==> config.mk <==
export PLATFORM = sky130hd
export DESIGN_NAME = hsv_to_rgb_integer
export DESIGN_NICKNAME = d
export VERILOG_FILES = /design/src/rtl/hsvc_pkg.sv /design/src/rtl/hsvc_front.sv /design/src/rtl/hsvc_queue.sv /design/src/rtl/hsvc_back.sv /design/src/rtl/hsv_to_rgb_integer.sv
export SDC_FILE = /design/constraint.sdc
export NUM_CORES = 2
export LEC_CHECK = 0
export ABC_AREA = 1
export BUFFER_PORTS_ARGS = -buffer_cell sky130_fd_sc_hd__buf_2
export CAP_MARGIN = 10
export CORE_MARGIN = 3
export CORE_UTILIZATION = 40
export DETAILED_ROUTE_END_ITERATION = 7
export HOLD_SLACK_MARGIN = 0.03
export SETUP_SLACK_MARGIN = 0.5
export SYNTH_ARGS = -nofsm -noshare
export SYNTH_HDL_FRONTEND = slang
export SYNTH_SLANG_ARGS = --single-unit
==> constraint.sdc <==
create_clock -name i_clk -period 23.2 [get_ports i_clk]
set_input_delay 4.64 -clock i_clk [delete_from_list [all_inputs] [get_ports i_clk]]
set_output_delay 4.64 -clock i_clk [all_outputs]
set_load 0.01 [all_outputs]
==> src/rtl/hsvc_pkg.sv <==
package hsvc_pkg;

    // Top output brightness; the channel divisor follows from it
    localparam int unsigned MAX_LEVEL   = 255;
    localparam int unsigned DEPTH_RAW   = (255 * 255) / MAX_LEVEL;
    localparam int unsigned CH_DIVISOR  = ((DEPTH_RAW % 65536) == 0) ? 1 : (DEPTH_RAW % 65536);
    // ceil(2^32 / divisor): exact floor quotient for any 16-bit dividend
    localparam logic [63:0] CH_RECIP_W  = ((64'd1 << 32) + 64'(CH_DIVISOR) - 64'd1)
                                          / 64'(CH_DIVISOR);
    localparam logic [24:0] CH_RECIP    = CH_RECIP_W[24:0];

    // Reciprocals for the constant divisions, each exact over its input range
    localparam logic [15:0] RECIP_360   = 16'd46604;   // 2^24 / 360, rounded up
    localparam logic [16:0] RECIP_120   = 17'd69906;   // 2^23 / 120, rounded up
    localparam logic [10:0] RECIP_60    = 11'd1093;    // 2^16 / 60, rounded up

    localparam logic [8:0]  CIRCLE_DEG  = 9'd360;
    localparam logic [5:0]  SECTOR_DEG  = 6'd60;
    localparam logic [7:0]  FULL_SCALE  = 8'd255;

    // Mid queue between front and back
    localparam int unsigned MQ_DEPTH    = 4;
    localparam int unsigned MQ_AW       = 2;

    typedef enum logic [2:0] {
        SECT_0 = 3'd0,
        SECT_1 = 3'd1,
        SECT_2 = 3'd2,
        SECT_3 = 3'd3,
        SECT_4 = 3'd4,
        SECT_5 = 3'd5
    } t_sector;

    typedef struct packed {
        logic [15:0] hue;
        logic [7:0]  sat;
        logic [7:0]  val;
    } t_hsv_in;

    typedef struct packed {
        logic [7:0] red;
        logic [7:0] green;
        logic [7:0] blue;
    } t_rgb_out;

    // Classified word handed from front to back
    typedef struct packed {
        t_sector     sect;
        logic [5:0]  offs;
        logic [9:0]  incline;
        logic [15:0] floor_t;
        logic [15:0] ceil_t;
        logic [15:0] half;
    } t_mid;

endpackage

==> src/rtl/hsvc_front.sv <==
module hsvc_front import hsvc_pkg::*; (
    input  logic    i_clk,
    input  logic    i_rst_n,
    input  logic    i_push,
    input  t_hsv_in i_hsv,
    output logic    o_full,
    output logic    o_q_push,
    output t_mid    o_q_data,
    input  logic    i_q_full
);

    logic        en;
    logic        r_v1, r_v2, r_v3, r_v4;

    logic [15:0] r_s1_hue;
    logic [7:0]  r_s1_q;
    logic [15:0] r_s1_vs, r_s1_ceil, r_s1_floor;

    logic [8:0]  r_s2_h;
    logic [9:0]  r_s2_incline;
    logic [15:0] r_s2_ceil, r_s2_floor, r_s2_half;

    logic [8:0]  r_s3_h;
    logic [2:0]  r_s3_sect;
    logic [9:0]  r_s3_incline;
    logic [15:0] r_s3_ceil, r_s3_floor, r_s3_half;

    t_mid        r_s4_mid;

    logic [31:0] p_q;
    logic [15:0] p_vs, p_ceil, p_floor;
    logic [15:0] q_mul, h_raw, h_fix;
    logic [32:0] p_inc;
    logic [19:0] p_sect;
    logic [8:0]  sect_mul, offs_w;

    // Whole front advances unless the last stage is blocked by the queue
    assign en       = !(r_v4 && i_q_full);
    assign o_full   = !en;
    assign o_q_push = r_v4 && !i_q_full;
    assign o_q_data = r_s4_mid;

    // Stage 1 products: hue quotient by 360 and the brightness terms
    always_comb begin
        p_q     = 32'(i_hsv.hue) * 32'(RECIP_360);
        p_vs    = 16'(i_hsv.val) * 16'(i_hsv.sat);
        p_ceil  = 16'(i_hsv.val) * 16'(FULL_SCALE);
        p_floor = 16'(i_hsv.val) * 16'(FULL_SCALE - i_hsv.sat);
    end

    // Stage 2: hue remainder and incline = vs / 120
    always_comb begin
        q_mul = 16'(r_s1_q) * 16'(CIRCLE_DEG);
        h_raw = r_s1_hue - q_mul;
        h_fix = (h_raw >= 16'(CIRCLE_DEG)) ? (h_raw - 16'(CIRCLE_DEG)) : h_raw;
        p_inc = 33'(r_s1_vs) * 33'(RECIP_120);
    end

    // Stage 3: sector = h / 60; stage 4: offset within the sector
    always_comb begin
        p_sect   = 20'(r_s2_h) * 20'(RECIP_60);
        sect_mul = 9'(r_s3_sect) * 9'(SECTOR_DEG);
        offs_w   = r_s3_h - sect_mul;
    end

    // Valid bits
    always_ff @(posedge i_clk) begin
        if (!i_rst_n) begin
            r_v1 <= 1'b0;
            r_v2 <= 1'b0;
            r_v3 <= 1'b0;
            r_v4 <= 1'b0;
        end else if (en) begin
            r_v1 <= i_push;
            r_v2 <= r_v1;
            r_v3 <= r_v2;
            r_v4 <= r_v3;
        end
    end

    // Payload stages
    always_ff @(posedge i_clk) begin
        if (en) begin
            r_s1_hue     <= i_hsv.hue;
            r_s1_q       <= p_q[31:24];
            r_s1_vs      <= p_vs;
            r_s1_ceil    <= p_ceil;
            r_s1_floor   <= p_floor;

            r_s2_h       <= h_fix[8:0];
            r_s2_incline <= p_inc[32:23];
            r_s2_ceil    <= r_s1_ceil;
            r_s2_floor   <= r_s1_floor;
            r_s2_half    <= {1'b0, r_s1_vs[15:1]};

            r_s3_h       <= r_s2_h;
            r_s3_sect    <= p_sect[18:16];
            r_s3_incline <= r_s2_incline;
            r_s3_ceil    <= r_s2_ceil;
            r_s3_floor   <= r_s2_floor;
            r_s3_half    <= r_s2_half;

            r_s4_mid.sect    <= t_sector'(r_s3_sect);
            r_s4_mid.offs    <= offs_w[5:0];
            r_s4_mid.incline <= r_s3_incline;
            r_s4_mid.floor_t <= r_s3_floor;
            r_s4_mid.ceil_t  <= r_s3_ceil;
            r_s4_mid.half    <= r_s3_half;
        end
    end

endmodule

==> src/rtl/hsvc_queue.sv <==
module hsvc_queue import hsvc_pkg::*; (
    input  logic i_clk,
    input  logic i_rst_n,
    input  logic i_push,
    input  t_mid i_data,
    output logic o_full,
    input  logic i_pop,
    output logic o_empty,
    output t_mid o_data
);

    t_mid             r_mem [MQ_DEPTH];
    logic [MQ_AW-1:0] r_wr, r_rd;
    logic [MQ_AW:0]   r_count;
    logic             do_push, do_pop;

    assign o_full  = (r_count == (MQ_AW+1)'(MQ_DEPTH));
    assign o_empty = (r_count == '0);
    assign o_data  = r_mem[r_rd];
    assign do_push = i_push && !o_full;
    assign do_pop  = i_pop && !o_empty;

    // Pointers and fill count
    always_ff @(posedge i_clk) begin
        if (!i_rst_n) begin
            r_wr    <= '0;
            r_rd    <= '0;
            r_count <= '0;
        end else begin
            if (do_push) r_wr <= r_wr + 1'b1;
            if (do_pop)  r_rd <= r_rd + 1'b1;
            if (do_push && !do_pop)      r_count <= r_count + 1'b1;
            else if (!do_push && do_pop) r_count <= r_count - 1'b1;
        end
    end

    // Storage
    always_ff @(posedge i_clk) begin
        if (do_push) r_mem[r_wr] <= i_data;
    end

    a_count_bound: assert property (@(posedge i_clk) disable iff (!i_rst_n)
        r_count <= (MQ_AW+1)'(MQ_DEPTH))
        else $error("mid queue overfilled");

    a_no_push_full: assert property (@(posedge i_clk) disable iff (!i_rst_n)
        o_full |-> !i_push)
        else $error("front pushed into a full mid queue");

    a_count_up: assert property (@(posedge i_clk) disable iff (!i_rst_n)
        (do_push && !do_pop) |=> (r_count == $past(r_count) + 1'b1))
        else $error("mid queue count did not follow a push");

    a_ptr_track: assert property (@(posedge i_clk) disable iff (!i_rst_n)
        o_empty |-> (r_wr == r_rd))
        else $error("empty mid queue with unequal pointers");

endmodule

==> src/rtl/hsvc_back.sv <==
module hsvc_back import hsvc_pkg::*; (
    input  logic     i_clk,
    input  logic     i_rst_n,
    input  logic     i_q_empty,
    input  t_mid     i_q_data,
    output logic     o_q_pop,
    output logic     o_empty,
    input  logic     i_pop,
    output t_rgb_out o_rgb
);

    logic        en;
    logic        r_v1, r_v2, r_v3;

    t_sector     r_s1_sect;
    logic [15:0] r_s1_step, r_s1_floor, r_s1_ceil, r_s1_half;
    logic [15:0] r_s2_r, r_s2_g, r_s2_b;
    t_rgb_out    r_s3_rgb;

    logic [15:0] p_step;
    logic [15:0] ra, rb, rc, rd;
    logic [15:0] n_r, n_g, n_b;
    logic [40:0] p_r, p_g, p_b;

    // Output skid: two words
    t_rgb_out    r_out [2];
    logic        r_owr, r_ord;
    logic [1:0]  r_ocnt;
    logic        out_full, out_push, out_pop;

    assign out_full = (r_ocnt == 2'd2);
    assign en       = !(r_v3 && out_full);
    assign o_q_pop  = en && !i_q_empty;
    assign out_push = r_v3 && !out_full;
    assign out_pop  = i_pop && (r_ocnt != 2'd0);
    assign o_empty  = (r_ocnt == 2'd0);
    assign o_rgb    = r_out[r_ord];

    // Stage 1: step = incline * offset, wraps at 16 bits
    assign p_step = 16'(i_q_data.incline) * 16'(i_q_data.offs);

    // Stage 2: ramps and sector routing
    always_comb begin
        ra = r_s1_floor + r_s1_step;
        rb = r_s1_floor + r_s1_half + r_s1_step;
        rc = r_s1_ceil - r_s1_step;
        rd = r_s1_ceil - r_s1_half - r_s1_step;
        unique case (r_s1_sect)
            SECT_0:  begin n_r = rc;         n_g = ra;         n_b = r_s1_floor; end
            SECT_1:  begin n_r = rd;         n_g = rb;         n_b = r_s1_floor; end
            SECT_2:  begin n_r = r_s1_floor; n_g = rc;         n_b = ra;         end
            SECT_3:  begin n_r = r_s1_floor; n_g = rd;         n_b = rb;         end
            SECT_4:  begin n_r = ra;         n_g = r_s1_floor; n_b = rc;         end
            SECT_5:  begin n_r = rb;         n_g = r_s1_floor; n_b = rd;         end
            default: begin n_r = rb;         n_g = r_s1_floor; n_b = rd;         end
        endcase
    end

    // Stage 3: channel / divisor through the reciprocal, low 8 bits kept
    always_comb begin
        p_r = 41'(r_s2_r) * 41'(CH_RECIP);
        p_g = 41'(r_s2_g) * 41'(CH_RECIP);
        p_b = 41'(r_s2_b) * 41'(CH_RECIP);
    end

    // Valid bits
    always_ff @(posedge i_clk) begin
        if (!i_rst_n) begin
            r_v1 <= 1'b0;
            r_v2 <= 1'b0;
            r_v3 <= 1'b0;
        end else if (en) begin
            r_v1 <= o_q_pop;
            r_v2 <= r_v1;
            r_v3 <= r_v2;
        end
    end

    // Payload stages
    always_ff @(posedge i_clk) begin
        if (en) begin
            r_s1_sect  <= i_q_data.sect;
            r_s1_step  <= p_step;
            r_s1_floor <= i_q_data.floor_t;
            r_s1_ceil  <= i_q_data.ceil_t;
            r_s1_half  <= i_q_data.half;

            r_s2_r <= n_r;
            r_s2_g <= n_g;
            r_s2_b <= n_b;

            r_s3_rgb.red   <= p_r[39:32];
            r_s3_rgb.green <= p_g[39:32];
            r_s3_rgb.blue  <= p_b[39:32];
        end
    end

    // Output skid control
    always_ff @(posedge i_clk) begin
        if (!i_rst_n) begin
            r_owr  <= 1'b0;
            r_ord  <= 1'b0;
            r_ocnt <= 2'd0;
        end else begin
            if (out_push) r_owr <= !r_owr;
            if (out_pop)  r_ord <= !r_ord;
            if (out_push && !out_pop)      r_ocnt <= r_ocnt + 2'd1;
            else if (!out_push && out_pop) r_ocnt <= r_ocnt - 2'd1;
        end
    end

    always_ff @(posedge i_clk) begin
        if (out_push) r_out[r_owr] <= r_s3_rgb;
    end

    a_skid_bound: assert property (@(posedge i_clk) disable iff (!i_rst_n)
        r_ocnt <= 2'd2)
        else $error("output skid overfilled");

    a_stall_holds: assert property (@(posedge i_clk) disable iff (!i_rst_n)
        (r_v3 && out_full) |=> (r_v3 && $stable(r_s3_rgb)))
        else $error("back stage 3 lost a word while stalled");

    a_no_pop_stalled: assert property (@(posedge i_clk) disable iff (!i_rst_n)
        (r_v3 && out_full) |-> !o_q_pop)
        else $error("mid queue popped while back is stalled");

endmodule

==> src/rtl/hsv_to_rgb_integer.sv <==
// HSV to RGB converter, integer datapath. Push an hsv word (hue reduced modulo
// 360, sat and val 0..255) while full is low; each word yields one rgb word,
// popped while empty is low. One word per clock is sustained while the reader
// keeps popping: a four-stage front (hue reduction, sector split, brightness
// terms) feeds a four-deep queue, and a three-stage back (ramps, channel
// routing, divide by 255*255/MAX_LEVEL) feeds a two-word output buffer. The
// front and back each stall only when the stage after them is full. Sums and
// differences wrap at 16 bits and each channel is truncated to 8 bits.
module hsv_to_rgb_integer import hsvc_pkg::*; (
    input  logic     i_clk,
    input  logic     i_rst_n,
    input  logic     push,
    input  t_hsv_in  i_hsv,
    output logic     full,
    output logic     empty,
    input  logic     pop,
    output t_rgb_out o_rgb
);

    logic q_push, q_full, q_pop, q_empty;
    t_mid q_wdata, q_rdata;

    hsvc_front u_front (
        .i_clk    (i_clk),
        .i_rst_n  (i_rst_n),
        .i_push   (push),
        .i_hsv    (i_hsv),
        .o_full   (full),
        .o_q_push (q_push),
        .o_q_data (q_wdata),
        .i_q_full (q_full)
    );

    hsvc_queue u_queue (
        .i_clk   (i_clk),
        .i_rst_n (i_rst_n),
        .i_push  (q_push),
        .i_data  (q_wdata),
        .o_full  (q_full),
        .i_pop   (q_pop),
        .o_empty (q_empty),
        .o_data  (q_rdata)
    );

    hsvc_back u_back (
        .i_clk     (i_clk),
        .i_rst_n   (i_rst_n),
        .i_q_empty (q_empty),
        .i_q_data  (q_rdata),
        .o_q_pop   (q_pop),
        .o_empty   (empty),
        .i_pop     (pop),
        .o_rgb     (o_rgb)
    );

endmodule

==> key figures <==
Timing
  • Relative max-transition margin: 20.9%
  • RSZ-0062 raised after global routing: no
  • Total negative slack for setup checks: 0 ns
  • Hold slack final: 0.399 ns
  • Setup-violating endpoint count in the final report: 0
  • Crit share post-route: 37.4%
  • Worst slew pin tran: 1.18 ns
  • Pins Over Slew Limit: 0
  • Min Tclk post-route: 8.69 ns
  • Hold violation total from the final report: 0
  • Maximum clock frequency: 115 MHz
  • Final clock skew: 0.0578 ns

Yosys
  • Part of the Yosys area used for sequential elements: 42.0%
  • Share of the synthesized area in the top cell type: 41.2%
  • Top_reg_cell synth: sky130_fd_sc_hd__edfxtp_1
  • Mean instance size in the synthesized netlist: 9.98 um^2
  • Number of warnings printed during yosys synthesis: 0
  • Yosys reg bits: 741
  • Gate count after technology mapping: 5259
  • Share of synthesized registers carrying an async set or reset: 0%
  • Top post-synthesis cells by area: sky130_fd_sc_hd__edfxtp_1 (41%), sky130_fd_sc_hd__ha_1 (17%), sky130_fd_sc_hd__fa_1 (10%), sky130_fd_sc_hd__nand2_1 (6.7%), sky130_fd_sc_hd__inv_1 (5.7%)
  • Synth cell types: 58
  • Cell taking the most area after synthesis: sky130_fd_sc_hd__edfxtp_1
  • Post-Syn Area: 0.0525 mm^2
  • Net count after synthesis: 6257
  • Post-synth EDFFs: 720

Worst setup path
  • Crit start category: input port
  • Critical path capture point type: flop
  • Worst EP required: 23.64 ns
  • Worst endpoint data arrival time: 9.13 ns
  • Worst Setup Path Type: input port to flop
  • Highest fanout seen on the critical path: 5

Finish
  • Most common library cell in the layout ignoring fill and taps: sky130_fd_sc_hd__nand2_1
  • Layout overhead on the synthesized area: 9.83%
  • Antenna cell count: 0
  • Number of nets in the finished design: 6342
  • Proportion of layout cells with a drive suffix above 1: 5.47%
  • Post-Route Utilization: 44.4%
  • Most frequent cells in the layout: sky130_fd_sc_hd__nand2_1 (943), sky130_fd_sc_hd__inv_1 (793), sky130_fd_sc_hd__edfxtp_1 (720)
  • Fill cell instance count of the final layout: 12474

Detailed routing
  • DRC viols: 0
  • Routed vias/inst: 5.08
  • Total iterations of the first detailed-routing run: 6
  • Routed via count: 36349
  • Wire length per cell after detailed routing: 16.7 um
  • DRT Wirelength: 120 mm
  • Number of routed nets with antenna violations: 0
  • First DRT Iteration DRCs: 2356

Clocking
  • Clock tree from TritonCTS: yes
  • Resized Gates After CTS: 0
  • Clock sinks: 741
  • Post-CTS clock slew at the launch and capture registers of the worst setup and hold paths: 0.06 ns
  • Hold buffer count at cts: 0
  • Post-CTS Repair Setup Buffers: 0
  • Inserted Clock Buffers: 82
  • H-tree lvl count: 3
  • Maximum buffer depth of the clock tree: 3
  • Cell at the root of the clock tree: sky130_fd_sc_hd__clkbuf_16
  • Clock latency on the worst-skew pair: 0.69 ns

Global route
  • GRT Resource Usage Total: 17.7%
  • Congestion Overflow GR: 0
  • Largest net degree at the start of global routing: 184
  • Global-route wire length before repair: 193 mm
  • Number of antenna violations at the first check in global routing: 1
  • Via count of the first global-routing pass: 36023

Die
  • Number of placement rows: 132
  • Num ports: 62
  • Height of the die: 368 um
  • Die footprint: 0.136 mm^2
  • Die Width: 368 um
  • Initial core utilization: 40.4%
  • Std-Cell Core Area: 0.130 mm^2

Place
  • Dpl hpwl: 93.0 mm
  • Placer congestion estimate: 0.961
  • Buffers on Ports: 61

Flow run
  • Max Cap Violations: 0

Min path
  • Min-Delay Path Class: flop to flop

Outcome
  • Status: finished clean
## sequential cells by signal, summed over array words and instances (netlist names), 24 cells and up, named ones only
signal and flops:
u_back.r_out 48, u_back.r_s3_rgb 24, u_front.o_q_data 66, u_queue.r_mem 264
## per-layer routing
metal  GRT usage (%)  vias up  wire length (um)
met4            5.49        2              3580
met3            2.45      186              5250
met2            29.5      748             56100
li1                -    18040                 -
met5               0        -                13
met1            24.0    17373             54700
## path summary, 6_finish.rpt
path	cells past startpoint	from	slack (ns)	endpoint
max	16	i_hsv[18]	14.51	u_front.r_s1_q[6]
min	0	u_front.r_s3_incline[1]	0.40	u_front.o_q_data[49]
max reg2reg	20	flop	17.65	u_back.r_s1_step[14]
min reg2reg	0	u_front.r_s3_incline[1]	0.40	u_front.o_q_data[49]
## cell usage after synthesis, types with 9 or more instances
cell type,n
sky130_fd_sc_hd__nand2_1,943
sky130_fd_sc_hd__inv_1,794
sky130_fd_sc_hd__edfxtp_1,720
sky130_fd_sc_hd__ha_1,701
sky130_fd_sc_hd__nor2_1,446
sky130_fd_sc_hd__fa_1,261
sky130_fd_sc_hd__a21oi_1,252
sky130_fd_sc_hd__o21ai_0,239
sky130_fd_sc_hd__nand3_1,237
sky130_fd_sc_hd__xor2_1,88
sky130_fd_sc_hd__nand4_1,66
sky130_fd_sc_hd__o22ai_1,59
sky130_fd_sc_hd__clkbuf_1,57
sky130_fd_sc_hd__a21o_1,39
sky130_fd_sc_hd__nor3_1,36
sky130_fd_sc_hd__xnor2_1,35
sky130_fd_sc_hd__nand3b_1,31
sky130_fd_sc_hd__mux2_2,24
sky130_fd_sc_hd__o21bai_1,23
sky130_fd_sc_hd__a31oi_1,22
sky130_fd_sc_hd__dfxtp_1,21
sky130_fd_sc_hd__buf_2,18
sky130_fd_sc_hd__a21boi_0,12
sky130_fd_sc_hd__nand2_2,12
sky130_fd_sc_hd__o21a_1,12
sky130_fd_sc_hd__a32oi_1,10
sky130_fd_sc_hd__o211ai_1,10
sky130_fd_sc_hd__a221oi_1,9
sky130_fd_sc_hd__nor4_1,9
## logic make-up after synthesis
| group | synth area share, % |
|---|---|
| adder cells (fa/ha/maj) | 26.7 |
| multiplexers | 0.515 |
| flip-flops | 42.0 |
| AO/OA/AOI/OAI | 7.97 |
| AND/OR/NAND/NOR | 14.3 |
| XOR/XNOR | 2.08 |
| buffers and inverters | 6.41 |
## layout make-up
class	count	area (um^2)	share of cell area, %
multi-input cells	3632	27100	47.1
flip-flops and latches	741	22000	38.2
inverters	802	3020	5.23
well taps	1742	2180	3.78
clock buffers	93	2140	3.71
clock inverters	56	631	1.09
repair buffers	85	498	0.864
## critical path, cell delays in order
cell	delay, ns
sky130_fd_sc_hd__buf_2	0.16
sky130_fd_sc_hd__ha_1	0.31
sky130_fd_sc_hd__inv_1	0.06
sky130_fd_sc_hd__fa_1	0.52
sky130_fd_sc_hd__inv_1	0.06
sky130_fd_sc_hd__fa_1	0.51
sky130_fd_sc_hd__fa_1	0.52
sky130_fd_sc_hd__fa_1	0.58
sky130_fd_sc_hd__fa_1	0.43
sky130_fd_sc_hd__ha_1	0.34
sky130_fd_sc_hd__a21oi_1	0.20
sky130_fd_sc_hd__a21boi_0	0.31
sky130_fd_sc_hd__nor2_1	0.07
sky130_fd_sc_hd__o21ai_0	0.15
sky130_fd_sc_hd__nand3_1	0.11
sky130_fd_sc_hd__xor2_1	0.16
## stage by stage
step,setup WS [ns],std cells,area (um^2)
after floorplan,9.81,5259,52500
after global placement,13.78,7002,54900
after detailed placement,13.76,7002,54900
after CTS,14.57,7151,57600
after global routing,14.31,7151,57600
final,14.51,7151,57600
Power is not shown: default switching activity piles up to over one toggle a cycle in this logic, so the estimate is an artifact.
